--- src/rtl/core/anx_pkg.sv ---
// ============================================================================
// anx_pkg
// Shared types and constants for the Annex B start code NAL splitter.
// ============================================================================
`default_nettype none

package anx_pkg;

    // Input operation codes.
    localparam logic OP_BYTE  = 1'b0;
    localparam logic OP_FLUSH = 1'b1;

    // Stream byte values that make up a start code.
    localparam logic [7:0] BYTE_ZERO = 8'h00;
    localparam logic [7:0] BYTE_ONE  = 8'h01;

    // Largest number of zeros held back as a possible start code.
    localparam logic [1:0] ZERO_MAX = 2'd3;

    // Number of result beats one input beat can cause.
    localparam int BURST_MAX = 4;

    // Depth of the burst queue between front and back.
    localparam int QUEUE_DEPTH = 2;

    // One output beat.
    typedef struct packed {
        logic [7:0] nal_byte;
        logic       first;
        logic       last;
    } t_res;

    // All results caused by one input beat; last_idx is the count minus one.
    typedef struct packed {
        t_res [BURST_MAX-1:0] res;
        logic [1:0]           last_idx;
    } t_burst;

    // Status of the burst queue.
    typedef struct packed {
        logic full;
        logic empty;
    } t_queue_stat;

endpackage

`default_nettype wire

--- src/rtl/core/anx_front.sv ---
// ============================================================================
// anx_front
// Accepts stream beats, tracks start codes and the held payload byte, and
// turns each beat into a burst of up to four result beats.
// ============================================================================
`default_nettype none

module anx_front
    import anx_pkg::*;
(
    input  wire logic        i_clk,
    input  wire logic        i_rst_n,
    input  wire logic        i_in_valid,
    output logic             o_in_ready,
    input  wire logic        i_operation,
    input  wire logic [7:0]  i_data_byte,
    input  wire t_queue_stat i_stat,
    output logic             o_push,
    output t_burst           o_burst
);

    logic       r_hunting, n_hunting;
    logic [1:0] r_pending_zeros, n_pending_zeros;
    logic       r_held_valid, n_held_valid;
    logic [7:0] r_held_byte, n_held_byte;
    logic       r_held_first, n_held_first;
    logic       r_unit_started, n_unit_started;

    logic       w_accept;
    logic [2:0] w_push_cnt;
    logic [1:0] w_zero_cnt;
    logic       w_close;
    logic [2:0] w_emit_cnt;
    t_burst     w_burst;

    assign o_in_ready = !i_stat.full;
    assign w_accept   = i_in_valid && o_in_ready;

    // Classify the beat: how many payload bytes it adds and whether it closes a unit.
    always_comb begin
        n_hunting       = r_hunting;
        n_pending_zeros = r_pending_zeros;
        w_push_cnt      = 3'd0;
        w_zero_cnt      = 2'd0;
        w_close         = 1'b0;
        if (i_operation == OP_FLUSH) begin
            if (!r_hunting) begin
                w_push_cnt = {1'b0, r_pending_zeros};
                w_zero_cnt = r_pending_zeros;
                w_close    = 1'b1;
            end
            n_hunting       = 1'b1;
            n_pending_zeros = 2'd0;
        end else if (r_hunting) begin
            if (i_data_byte == BYTE_ZERO) begin
                if (r_pending_zeros != ZERO_MAX) begin
                    n_pending_zeros = r_pending_zeros + 2'd1;
                end
            end else if (i_data_byte == BYTE_ONE && r_pending_zeros >= 2'd2) begin
                n_hunting       = 1'b0;
                n_pending_zeros = 2'd0;
            end else begin
                n_pending_zeros = 2'd0;
            end
        end else begin
            if (i_data_byte == BYTE_ZERO) begin
                if (r_pending_zeros != ZERO_MAX) begin
                    n_pending_zeros = r_pending_zeros + 2'd1;
                end else begin
                    // The oldest of four zeros can no longer be part of a code.
                    w_push_cnt = 3'd1;
                end
            end else if (i_data_byte == BYTE_ONE && r_pending_zeros >= 2'd2) begin
                w_close         = 1'b1;
                n_pending_zeros = 2'd0;
            end else begin
                w_push_cnt      = {1'b0, r_pending_zeros} + 3'd1;
                w_zero_cnt      = r_pending_zeros;
                n_pending_zeros = 2'd0;
            end
        end
    end

    // Run the pushes through the held byte, then close the unit if asked.
    always_comb begin
        logic [7:0] v_byte;
        v_byte         = BYTE_ZERO;
        n_held_valid   = r_held_valid;
        n_held_byte    = r_held_byte;
        n_held_first   = r_held_first;
        n_unit_started = r_unit_started;
        w_emit_cnt     = 3'd0;
        w_burst        = '0;
        for (int k = 0; k < BURST_MAX; k++) begin
            if (3'(k) < w_push_cnt) begin
                v_byte = (3'(k) < {1'b0, w_zero_cnt}) ? BYTE_ZERO : i_data_byte;
                if (n_held_valid) begin
                    w_burst.res[w_emit_cnt[1:0]] = '{nal_byte: n_held_byte,
                                                     first: n_held_first, last: 1'b0};
                    w_emit_cnt = w_emit_cnt + 3'd1;
                end
                n_held_valid   = 1'b1;
                n_held_byte    = v_byte;
                n_held_first   = !n_unit_started;
                n_unit_started = 1'b1;
            end
        end
        if (w_close) begin
            if (n_held_valid) begin
                w_burst.res[w_emit_cnt[1:0]] = '{nal_byte: n_held_byte,
                                                 first: n_held_first, last: 1'b1};
                w_emit_cnt = w_emit_cnt + 3'd1;
            end
            n_held_valid   = 1'b0;
            n_held_byte    = BYTE_ZERO;
            n_held_first   = 1'b0;
            n_unit_started = 1'b0;
        end
        // A start code found while hunting opens an empty unit.
        if (i_operation == OP_BYTE && r_hunting && !n_hunting) begin
            n_held_valid   = 1'b0;
            n_held_byte    = BYTE_ZERO;
            n_held_first   = 1'b0;
            n_unit_started = 1'b0;
        end
        w_burst.last_idx = w_emit_cnt[1:0] - 2'd1;
    end

    assign o_push  = w_accept && (w_emit_cnt != 3'd0);
    assign o_burst = w_burst;

    // State registers.
    always_ff @(posedge i_clk) begin
        if (!i_rst_n) begin
            r_hunting       <= 1'b1;
            r_pending_zeros <= 2'd0;
            r_held_valid    <= 1'b0;
            r_held_byte     <= BYTE_ZERO;
            r_held_first    <= 1'b0;
            r_unit_started  <= 1'b0;
        end else if (w_accept) begin
            r_hunting       <= n_hunting;
            r_pending_zeros <= n_pending_zeros;
            r_held_valid    <= n_held_valid;
            r_held_byte     <= n_held_byte;
            r_held_first    <= n_held_first;
            r_unit_started  <= n_unit_started;
        end
    end

endmodule

`default_nettype wire

--- src/rtl/core/anx_queue.sv ---
// ============================================================================
// anx_queue
// Two-entry queue of result bursts between the front and the back.
// ============================================================================
`default_nettype none

module anx_queue
    import anx_pkg::*;
(
    input  wire logic   i_clk,
    input  wire logic   i_rst_n,
    input  wire logic   i_push,
    input  wire t_burst i_burst,
    input  wire logic   i_pop,
    output t_burst      o_head,
    output t_queue_stat o_stat
);

    localparam int PTR_W = $clog2(QUEUE_DEPTH);
    localparam int CNT_W = $clog2(QUEUE_DEPTH + 1);

    t_burst             r_mem [QUEUE_DEPTH];
    logic [PTR_W-1:0]   r_wr_ptr, n_wr_ptr;
    logic [PTR_W-1:0]   r_rd_ptr, n_rd_ptr;
    logic [CNT_W-1:0]   r_count, n_count;

    assign o_stat.full  = (r_count == CNT_W'(QUEUE_DEPTH));
    assign o_stat.empty = (r_count == '0);
    assign o_head       = r_mem[r_rd_ptr];

    // Pointer and count updates.
    always_comb begin
        n_wr_ptr = r_wr_ptr;
        n_rd_ptr = r_rd_ptr;
        n_count  = r_count;
        if (i_push) begin
            n_wr_ptr = (r_wr_ptr == PTR_W'(QUEUE_DEPTH - 1)) ? '0 : r_wr_ptr + 1'b1;
        end
        if (i_pop) begin
            n_rd_ptr = (r_rd_ptr == PTR_W'(QUEUE_DEPTH - 1)) ? '0 : r_rd_ptr + 1'b1;
        end
        if (i_push && !i_pop) begin
            n_count = r_count + 1'b1;
        end else if (i_pop && !i_push) begin
            n_count = r_count - 1'b1;
        end
    end

    always_ff @(posedge i_clk) begin
        if (!i_rst_n) begin
            r_wr_ptr <= '0;
            r_rd_ptr <= '0;
            r_count  <= '0;
        end else begin
            r_wr_ptr <= n_wr_ptr;
            r_rd_ptr <= n_rd_ptr;
            r_count  <= n_count;
        end
    end

    // Burst storage.
    always_ff @(posedge i_clk) begin
        if (i_push) begin
            r_mem[r_wr_ptr] <= i_burst;
        end
    end

endmodule

`default_nettype wire

--- src/rtl/core/anx_back.sv ---
// ============================================================================
// anx_back
// Walks the head burst one result beat per cycle into the output register when not stalled.
// ============================================================================
`default_nettype none

module anx_back
    import anx_pkg::*;
(
    input  wire logic        i_clk,
    input  wire logic        i_rst_n,
    input  wire t_burst      i_head,
    input  wire t_queue_stat i_stat,
    output logic             o_pop,
    output logic             o_out_valid,
    input  wire logic        i_out_ready,
    output logic [7:0]       o_nal_byte,
    output logic             o_nal_first,
    output logic             o_nal_last,
    output logic             o_burst_end
);

    logic [1:0] r_idx, n_idx;
    logic       r_out_valid, n_out_valid;
    t_res       r_res;
    logic       r_burst_end;
    logic       w_load;
    logic       w_at_end;

    // Load a new beat when the output register is free or being taken.
    assign w_load   = !i_stat.empty && (!r_out_valid || i_out_ready);
    assign w_at_end = (r_idx == i_head.last_idx);
    assign o_pop    = w_load && w_at_end;

    always_comb begin
        n_idx       = r_idx;
        n_out_valid = r_out_valid;
        if (w_load) begin
            n_idx       = w_at_end ? 2'd0 : r_idx + 2'd1;
            n_out_valid = 1'b1;
        end else if (i_out_ready) begin
            n_out_valid = 1'b0;
        end
    end

    always_ff @(posedge i_clk) begin
        if (!i_rst_n) begin
            r_idx       <= 2'd0;
            r_out_valid <= 1'b0;
        end else begin
            r_idx       <= n_idx;
            r_out_valid <= n_out_valid;
        end
    end

    // Output payload register.
    always_ff @(posedge i_clk) begin
        if (w_load) begin
            r_res       <= i_head.res[r_idx];
            r_burst_end <= w_at_end;
        end
    end

    assign o_out_valid = r_out_valid;
    assign o_nal_byte  = r_res.nal_byte;
    assign o_nal_first = r_res.first;
    assign o_nal_last  = r_res.last;
    assign o_burst_end = r_burst_end;

endmodule

`default_nettype wire

--- src/rtl/core/annexb_nal_splitter.sv ---
// ============================================================================
// annexb_nal_splitter
// Splits an Annex B byte stream into NAL unit payload bytes.
// ============================================================================
// The block takes one stream beat per clock while the burst queue has room and
// strips the start codes 00 00 01 and 00 00 00 01, dropping anything before
// the first code; each output beat carries one payload byte with first and
// last marks, and burst_end marks the last output beat caused by an input
// beat. A flush beat ends the open unit and returns to hunting. Results pass
// the burst queue and the output register; a beat causes zero to four, and
// the back end drains the two-entry queue one byte per clock while out_ready
// holds; ordinary streams, with at most one byte per beat, run at one beat
// per clock on both sides unless stalled. Empty units produce nothing.
`default_nettype none

module annexb_nal_splitter
    import anx_pkg::*;
(
    input  wire logic       i_clk,
    input  wire logic       i_rst_n,
    input  wire logic       i_in_valid,
    output logic            o_in_ready,
    input  wire logic       i_operation,
    input  wire logic [7:0] i_data_byte,
    output logic            o_out_valid,
    input  wire logic       i_out_ready,
    output logic [7:0]      o_nal_byte,
    output logic            o_nal_first,
    output logic            o_nal_last,
    output logic            o_burst_end
);

    logic        w_push;
    logic        w_pop;
    t_burst      w_burst;
    t_burst      w_head;
    t_queue_stat w_stat;

    // Front end: start code tracking and burst building.
    anx_front u_front (
        .i_clk       (i_clk),
        .i_rst_n     (i_rst_n),
        .i_in_valid  (i_in_valid),
        .o_in_ready  (o_in_ready),
        .i_operation (i_operation),
        .i_data_byte (i_data_byte),
        .i_stat      (w_stat),
        .o_push      (w_push),
        .o_burst     (w_burst)
    );

    // Burst queue.
    anx_queue u_queue (
        .i_clk   (i_clk),
        .i_rst_n (i_rst_n),
        .i_push  (w_push),
        .i_burst (w_burst),
        .i_pop   (w_pop),
        .o_head  (w_head),
        .o_stat  (w_stat)
    );

    // Back end: one result beat per cycle while the output is taken.
    anx_back u_back (
        .i_clk       (i_clk),
        .i_rst_n     (i_rst_n),
        .i_head      (w_head),
        .i_stat      (w_stat),
        .o_pop       (w_pop),
        .o_out_valid (o_out_valid),
        .i_out_ready (i_out_ready),
        .o_nal_byte  (o_nal_byte),
        .o_nal_first (o_nal_first),
        .o_nal_last  (o_nal_last),
        .o_burst_end (o_burst_end)
    );

    // The front never writes a full queue.
    a_no_overflow: assert property (@(posedge i_clk) disable iff (!i_rst_n)
        w_push |-> !w_stat.full)
        else $error("burst written into a full queue");

    // The back never pops an empty queue.
    a_no_underflow: assert property (@(posedge i_clk) disable iff (!i_rst_n)
        w_pop |-> !w_stat.empty)
        else $error("burst popped from an empty queue");

    // Closing a unit is always the last result of its input beat.
    a_last_ends_burst: assert property (@(posedge i_clk) disable iff (!i_rst_n)
        (o_out_valid && o_nal_last) |-> o_burst_end)
        else $error("unit end not at burst end");

endmodule

`default_nettype wire

--- config.mk ---
export PLATFORM = sky130hd
export DESIGN_NAME = annexb_nal_splitter
export DESIGN_NICKNAME = d
export VERILOG_FILES = /design/src/rtl/core/anx_pkg.sv /design/src/rtl/core/anx_front.sv /design/src/rtl/core/anx_queue.sv /design/src/rtl/core/anx_back.sv /design/src/rtl/core/annexb_nal_splitter.sv
export SDC_FILE = /design/constraint.sdc
export NUM_CORES = 1
export LEC_CHECK = 0
export ABC_AREA = 1
export BUFFER_PORTS_ARGS = -buffer_cell sky130_fd_sc_hd__buf_4
export CAP_MARGIN = 15
export CORE_ASPECT_RATIO = 1.75
export CORE_MARGIN = 5
export CORE_UTILIZATION = 45
export DETAILED_ROUTE_END_ITERATION = 6
export MAX_ROUTING_LAYER = met4
export PLACE_DENSITY_LB_ADDON = 0.05
export SYNTH_ARGS = -nofsm -noshare
export SYNTH_HDL_FRONTEND = slang
export SYNTH_HIERARCHICAL = 1
export SYNTH_SLANG_ARGS = --single-unit
--- constraint.sdc ---
create_clock -name i_clk -period 16.6 [get_ports i_clk]
set_clock_uncertainty 0.2 [all_clocks]
set_input_delay 4.98 -clock i_clk [delete_from_list [all_inputs] [get_ports i_clk]]
set_output_delay 4.98 -clock i_clk [all_outputs]
set_load 0.05 [all_outputs]
* Word-level counts from Yosys, hierarchy flattened
Memory sizes are Yosys's and may differ from the RTL's. A register that Yosys moved wholly into a read port is not among the register bits. Index checks and enable logic that the tools add are counted.
Cells by class: multiply operators 0, equal/unequal tests 5, shifts and indexed selects 0, reductions and logical operators 30, multiplexer cells 95, add/subtract/negate cells 12, magnitude comparators 17, divide/modulo/power cells 0, bitwise gates (word level) 1
Operators by type and width (count):
- two-way mux 40 bit | 8
- bitwise mux 40 bit | 4
- demux 10 bit (select 2 bit) | 4
- two-way mux 8 bit | 9
- two-way mux 10 bit | 7
- two-way mux 3 bit | 13
- two-way mux 1 bit | 37
- two-way mux 2 bit | 12
- binary-select mux 10 bit (select 2 bit) | 1
- less-than comparator 2 x 3 -> 1 bit (second input constant) | 5
- logical AND 1 bit | 13
- adder 3 x 1 -> 3 bit (second input constant) | 4
- zero test 1 bit | 10
- equality test 8 x 1 -> 1 bit (second input constant) | 1
- greater-or-equal comparator 2 x 1 -> 1 bit (second input constant) | 4
- zero test 8 bit | 1
- adder 2 x 1 -> 2 bit (second input constant) | 3
- less-than comparator 1 x 3 -> 1 bit (first input constant) | 2
- less-than comparator 2 x 3 -> 1 bit (first input constant) | 2
- less-than comparator 1 x 2 -> 1 bit (first input constant) | 2
- nonzero test 2 bit | 2
- subtractor 2 x 1 -> 2 bit (second input constant) | 2
- adder 2 x 1 -> 3 bit (second input constant) | 1
- inequality test 3 bit (second input constant) | 1
- other kinds (11) | 12
Word-level totals: memories 1, bits in writable memories 84, register bits after elaboration 32, bits in latches 0, output and inout port bits 13, bits in read-only memories 0
Memories:
- u_queue.r_mem | depth 2, bits a word 42, read ports 1, clocked after Yosys merged registers in 1, wr ports 1, line anx_queue.sv:22 | t_burst r_mem [QUEUE_DEPTH];

* Depth between registers and ports, before layout
Gate-level depths: netlist of the first run.
depth in word-level cells 26, mapped depth 28, depth with buffers taken out 28

* By module
The synthesis of the first run kept the hierarchy.
By module, submodules not included:
- anx_queue | area each 3464.6 um^2, times used 1, cells each 166
- anx_front | area each 3085.5 um^2, times used 1, cells each 538
- anx_back | area each 807.0 um^2, times used 1, cells each 99

* Worst setup path before layout of the first run
OpenSTA, ideal clock, no wires.
path type input to register, from input i_data_byte[7], to memory u_queue/r_mem[0][0] (netlist name) (enable), data required time 15.959 ns, setup time 0.441 ns, cell stages on the path 20, path buffers 1, slack 6.169 ns, arrival 9.790 ns, cells stage by stage nor2_1 nand2_1 nor2_2 inv_2 nand2_1 nand3_2 nand2_4 nor2_4 buf_6 fa_1 nor2_1 inv_1 nand2_2 inv_2 ha_1 o21ai_0 ha_1 a31oi_1 inv_1 nor2_1
Between the ends: cells in the longest elaborated chain, start to end 24
RTL lines:
- from (decl) | line annexb_nal_splitter.sv:24 | input wire logic [7:0] i_data_byte,
- equality test 8 x 1 -> 1 bit | line anx_front.sv:73 | end else if (i_data_byte == BYTE_ONE && r_pending_zeros >= 2'd2) begin
- logical AND 1 bit | line anx_front.sv:73
- two-way mux 3 bit | line anx_front.sv:73
- two-way mux 3 bit | line anx_front.sv:66 | if (i_data_byte == BYTE_ZERO) begin
- two-way mux 3 bit | line anx_front.sv:54 | end else if (r_hunting) begin
- two-way mux 3 bit | line anx_front.sv:46 | if (i_operation == OP_FLUSH) begin
- less-than comparator 1 x 3 -> 1 bit | line anx_front.sv:95 | if (3'(k) < w_push_cnt) begin
- two-way mux 3 bit | line anx_front.sv:95
- [... 9 more ...]
- adder 3 x 1 -> 3 bit | line anx_front.sv:112 | w_emit_cnt = w_emit_cnt + 3'd1;
- two-way mux 3 bit | line anx_front.sv:109 | if (n_held_valid) begin
- two-way mux 3 bit * | line anx_front.sv:108 | if (w_close) begin
- nonzero test 3 bit * | line anx_front.sv:129 | assign o_push = w_accept && (w_emit_cnt != 3'd0);
- logical AND 1 bit * | line anx_front.sv:129
- named net w_push | line annexb_nal_splitter.sv:33 | logic w_push;
- two-way mux 1 bit * | line anx_queue.sv:63 | if (i_push) begin
- two-way mux 1 bit (not written as such) * | line anx_queue.sv:64 | r_mem[r_wr_ptr] <= i_burst;
- to (decl) | line anx_queue.sv:22
Mark *: on every way through the listed nets, which the timed path passes. The rest lies on a longest branch.

* Final worst setup path of the first run
from input i_data_byte[7], to memory u_queue/r_mem[1][6] (netlist name) (enable)
The elaborated chain is that of the path after synthesis.

==> results of run 1 <==
==> power breakdown <==
group          total [uW]  leakage [uW]  internal [uW]  switching (uW)
combinational         119       0.00212           36.0            83.5
sequential            337      0.000978            328            9.21
clock                 389      0.000299            253             136
total                 846       0.00339            617             229
==> layer usage <==
metal / up-vias / track usage
met4: 0 / 0.140
met3: 59 / 0.0321
met1: 2736 / 0.234
met2: 166 / 0.414
met5: - / -
li1: 2805 / -
==> worst max-delay path, cell delays in order <==
cell and delay [ps]:
buf_4 130, nor2_1 130, nand2_1 120, nor2_2 190
inv_2 80, nand3_4 260, nand3_4 380, inv_2 410
nand2_2 220, ha_1 220, inv_1 150, o21ai_2 110
ha_1 350, o21ai_4 250, o21ai_0 220, inv_1 150
ha_1 160, inv_1 60, nor2_4 260, inv_2 170
a31oi_1 300, nand2_1 120, inv_1 170, buf_4 480
==> per-stage QoR <==
stage	cells	worst slack (ps)	power (uW)
floorplan	803	6170	431
global placement	1000	6010	462
detailed placement	1000	5860	463
CTS	1032	6290	855
global route	1032	5910	878
finish	1032	6320	846
==> cells by family after synthesis <==
logic type	after synthesis	share of synthesized area
muxes	42	0.0847
adders and majority gates	13	0.0231
DFF	117	0.448
and+or+nand+nor	410	0.282
buffers and inverters	116	0.0796
AOI/OAI and AO/OA	105	0.0827
==> cell usage in the layout, fill, tap and decap left out, types with 3 or more instances in the layout <==
cell         n
clkinv_4     5
ha_1        12
nand4_1     28
o21ai_1     40
nand3_4      3
dfxtp_1     21
nand3_1     89
o22ai_1     11
nand2_2     29
buf_4       29
nand2_1    169
bufinv_16    4
inv_1       72
nor2_2       5
nor2_4       6
mux2_4      40
clkbuf_16   17
edfxtp_1    95
nand3_2     17
a21oi_1     20
nor2_1      51
inv_6        3
inv_2       19
o21ai_0     16
o21ai_2      8
nand2_4      3
==> cell type report <==
class	instances	area, um^2
clock buffer	18	429
inverter	92	350
tap	192	240
sequential	117	3290
multi-input combinational	570	3490
timing repair buffer	29	218
fill	1566	8000
clock inverter	14	200
==> sequential cells by signal, indices dropped and copies added, names as in the netlist, 2 cells and up, named ones only <==
| signal | flops |
|---|---|
| u_queue/r_mem | 84 |
| u_back/r_idx | 2 |
| u_front/r_held_byte | 8 |
| u_back/o_nal_byte | 8 |
| u_queue/r_count | 2 |
| u_front/r_pending_zeros | 2 |
==> final timing paths <==
check	startpoint	endpoint	slack, ps	depth (start not counted)
max	i_data_byte[7]	u_queue/r_mem[1][6]	6320	24
min	u_front/r_held_first	u_front/r_held_first	280	2
max reg2reg	u_front/r_pending_zeros[0]	u_queue/r_mem[1][6]	10530	23
min reg2reg	u_front/r_held_first	u_front/r_held_first	280	2
==> summary.txt, run 1 <==
Status
  – Status: finished clean

Cells and area
  – Antenna cells: 0
  – Final instance area: 8220 um^2
  – Area grow syn2layout: 11.7%
  – Layout cells sized above 1: 0.240
  – Nets: 853
  – Finished Core Util: 0.507

Die
  – Rows: 62
  – Die height: 179 um
  – Die ar.: 19100 um^2
  – X dimension of the die: 107 um
  – Core Region: 16200 um^2
  – # IOs: 26
  – Initial core utilization: 0.454

Synth
  – Post-synth EDFFs: 95
  – Syn Inst Count: 803
  – Main synth FF type: edfxtp_1
  – Synth top area share: 0.388
  – Sequential-to-total area share from yosys stat: 0.448
  – Synth Warn #: 6
  – Seq cells post-synth: 117
  – Syn nets: 829
  – Mapped Area: 7360 um^2
  – Post-synth top area cell: edfxtp_1
  – Netlist cell types: 43
  – Most frequent cell after synthesis: nand2_1
  – Synth area leaders: edfxtp_1 39%, nand2_1 8.6%, mux2_4 8.2%
  – Async SR Flop Fraction: 0
  – Synthesized area per cell: 9.16 um^2
  – Top post-synthesis cells by count: 169 x nand2_1, 95 x edfxtp_1, 89 x nand3_1

GRT
  – First-pass GRT wire length: 32.2 mm
  – GRT Total Usage: 0.230
  – Pin count of the biggest net entering global routing: 43
  – Initial antenna violation count: 0
  – Number of global-route vias before repair: 5918
  – Global route total overflow: 0

Clocking
  – Htree depth: 4
  – Clock latency on the worst-skew pair: 410 ps
  – Root Buffer: clkbuf_16
  – Reg clk slew, reported paths: 60 ps
  – Clock Tree Buf Depth: 2
  – Post-CTS Resized: 0
  – CTS tree: done
  – Post-CTS setup buffers: 0
  – Clock sinks: 117
  – Clock buffer count from CTS: 17
  – Cts hold-fix bufs: 0

STA
  – RSZ-0062 raised after global routing: no
  – Final setup fails: 0
  – Final hold slack: 283 ps
  – Period utilization: 0.619
  – Worst slew margin: 0.357
  – Pins over their slew limit: 0
  – Post-Route Setup TNS: 0 ps
  – Min Tclk post-route: 10280 ps
  – Slew @ Worst Pin: 963 ps
  – Final hold vios: 0
  – Peak Freq: 0.0973 GHz

Placed design
  – Port Buffers: 25
  – Placed cell area: 7590 um^2
  – Final RePlAce weighted congestion: 1.02
  – Post-detail-place hpwl: 16.0 mm

Drt
  – Wire length on met1: 7.65 mm
  – DR WL met3: 583 um
  – DR WL/cell: 19.9 um
  – Drt drc: 0
  – Length of routed met2 wiring: 11.0 mm
  – Vias per cell: 5.59
  – Via count: 5766
  – Highest Signal Layer: met4
  – Antenna Nets Post-Route: 0
  – First-pass iteration count of the detailed router: 6
  – DR iter-0 viols: 402
  – WL final: 20.5 mm

Critical path
  – Arrival time worst endpoint: 10110 ps
  – Critical path class: primary input to flop
  – Crit-path max FO: 38
  – Crit path launch type: primary input
  – Critical Path End Type: flop
  – Crit path required time: 16430 ps

Power and ir drop
  – Lkg Pwr: 0.00339 uW
  – Pwr Density: 103 nW/um^2
  – VDD IR-drop max: 0.0603 mV

Worst hold path
  – Worst Hold Class: flop to flop

Job
  – Max Cap Viol: 0
No activity file was read; power rests on OpenSTA's default activity.
==> run 2, diff against run 1 <==
ABC_AREA = 0   (was 1)
clock period = 10.45 ns   (was 16.6 ns; I/O delays follow)
==> summary.txt, run 2 <==
STA
  – Peak Freq: 0.111 GHz
  – Final hold vios: 0
  – Pins over their slew limit: 0
  – Worst slew margin: 0.229
  – Post-Route Setup TNS: 0 ps
  – Min Tclk post-route: 9030 ps
  – Slew @ Worst Pin: 1150 ps
  – RSZ-0062 raised after global routing: no
  – Period utilization: 0.864
  – Final setup fails: 0

Drt
  – Via count: 4384
  – Vias per cell: 6.13
  – Drt drc: 0
  – DR WL/cell: 22.6 um
  – DR iter-0 viols: 268
  – Antenna Nets Post-Route: 0
  – First-pass iteration count of the detailed router: 7
  – WL final: 16.1 mm

Placed design
  – Post-detail-place hpwl: 11.8 mm
  – # placed instances: 683
  – Placed cell area: 6620 um^2
  – Final RePlAce weighted congestion: 0.945
  – Port Buffers: 25

Clocking
  – Htree depth: 4
  – Clock Tree Buf Depth: 2
  – Cts hold-fix bufs: 0
  – CTS tree: done
  – Clock latency on the worst-skew pair: 400 ps
  – Reg clk slew, reported paths: 50 ps
  – Clock sinks: 117
  – Post-CTS Resized: 0
  – Clock buffer count from CTS: 17
  – Post-CTS setup buffers: 0
  – Root Buffer: clkbuf_16

Synth
  – Most frequent cell after synthesis: edfxtp_1
  – Seq cells post-synth: 117
  – Sequential-to-total area share from yosys stat: 0.519
  – Post-synth EDFFs: 95
  – Netlist cell types: 82
  – Synth area leaders: edfxtp_1 45%, mux2_2 7.5%, dfxtp_1 6.9%
  – Syn Inst Count: 505
  – Main synth FF type: edfxtp_1
  – Synth top area share: 0.450
  – Async SR Flop Fraction: 0
  – Top post-synthesis cells by count: 95 x edfxtp_1, 42 x mux2_2, 39 x nand2_1
  – Synth Warn #: 6
  – Syn nets: 531
  – Mapped Area: 6340 um^2
  – Post-synth top area cell: edfxtp_1
  – Synthesized area per cell: 12.6 um^2

Die
  – Initial core utilization: 0.458
  – Rows: 57
  – Die height: 167 um
  – X dimension of the die: 99.8 um
  – Die ar.: 16700 um^2
  – # IOs: 26
  – Core Region: 13800 um^2

Critical path
  – R2R setup slack: 3190 ps
  – Critical Path End Type: flop
  – Critical path class: primary input to flop
  – Reg-to-reg startpoint: u_front/r_pending_zeros[0]
  – Worst setup path startpoint: i_data_byte[7]
  – RR Endpoint: u_queue/r_mem[1][7]
  – Worst r2r path cells: 20
  – Crit-path max FO: 24
  – Crit path launch type: primary input
  – Crit path required time: 10350 ps
  – Arrival time worst endpoint: 8930 ps

GRT
  – First-pass GRT wire length: 25.1 mm
  – Number of global-route vias before repair: 4463
  – Global route total overflow: 0
  – Pin count of the biggest net entering global routing: 44
  – GRT Total Usage: 0.204
  – Initial antenna violation count: 0

Cells and area
  – Nets: 551
  – Commonest non-fill, non-tap cell in the layout: edfxtp_1
  – Layout cells sized above 1: 0.242
  – Top reg by flops: u_queue/r_mem
  – Final cell count without fillers: 715
  – Area grow syn2layout: 13.5%
  – Final instance area: 7200 um^2
  – Antenna cells: 0
  – Max reg flops: 84
  – Filler cells: 1227
  – Most frequent cells in the layout: 95 x edfxtp_1, 42 x mux2_2, 39 x nand2_1

Power and ir drop
  – Pwr Density: 149 nW/um^2
  – Lkg Pwr: 0.00242 uW
  – VDD IR-drop max: 0.105 mV

Worst hold path
  – Hold_sp: u_front/r_unit_started
  – Hold Path Sink: u_front/r_unit_started
  – Hold Crit Depth: 2
  – Worst Hold Class: flop to flop

Status
  – Status: finished clean

Job
  – Max Cap Viol: 0
==> run 2: changes by cell type after synthesis, moves of 19 or more <==
cell     delta
nand3_1    -84
mux2_2     +40
o21ai_1    -40
mux2_4     -40
nor2_1     -40
nand2_2    -29
nand2_1   -130
nand4_1    -26
inv_2      -19
inv_1      -41
==> run 2: area by class of cell <==
cell class,count,area [um^2],area share
Clock buffer,17,425,0.0591
Sequential cell,117,3290,0.457
Tap cell,177,221,0.0308
Inverter,32,120,0.0167
Timing Repair Buffer,30,225,0.0313
Clock inverter,15,155,0.0215
Multi-Input combinational cell,327,2760,0.383
==> run 2: metal layers <==
metal,GRT usage,up-vias,wire (um)
met4,0.107,0,664
met2,0.346,146,8610
met3,0.0377,38,597
met5,-,-,0
met1,0.225,2190,6260
li1,-,2010,-
==> run 2: power breakdown <==
part           total (uW)  internal (uW)  leakage (uW)  switching [uW]
Combinational        18.2           5.84       0.00114            12.4
Sequential            497            497      0.000999          0.0104
Clock                 561            352      0.000281             210
Total                1080            854       0.00242             222
==> run 2: through the flow <==
| step | setup slack (ps) | utilization | hold WS (ps) | power [uW] |
|---|---|---|---|---|
| 2_1_floorplan | 949 | - | 255 | 517 |
| 3_3_place_gp | 1220 | 0.479 | 277 | 524 |
| 3_5_place_dp | 1070 | 0.479 | 279 | 525 |
| 4_1_cts | 1490 | 0.521 | 286 | 1090 |
| 5_1_grt | 925 | 0.521 | 326 | 1110 |
| 6_report | 1420 | 0.521 | 289 | 1080 |
==> run 2: cell families after synthesis <==
logic type	synth area share
DFF	0.519
buffers and inverters	0.0473
xor gates and xnor gates	0.00966
AOI/OAI and AO/OA	0.178
adders and majority gates	0.0268
and+or+nand+nor	0.0968
muxes	0.122
==> run 2: critical path, cell delays in order <==
cell,delay (ps)
buf_4,170
or4_4,590
nor3_4,350
a21oi_2,230
clkinv_1,330
and2_1,770
inv_1,140
ha_1,260
mux2i_1,230
inv_1,110
ha_1,390
mux2i_1,150
nand2_1,80
o2bb2ai_1,290
ha_1,230
nand2_1,50
a32o_1,220
a21oi_1,290
and2_2,570
buf_4,300
==> run 2: worst max path at each step <==
| stage | to |
|---|---|
| after global routing | u_queue/r_mem[1][7] |
| after global placement | u_queue/r_mem[1][16] |
| after CTS | u_queue/r_mem[1][7] |
| after detailed placement | u_queue/r_mem[1][5] |
| after floorplan | u_queue/r_mem[0][0] |
| final | u_queue/r_mem[1][7] |
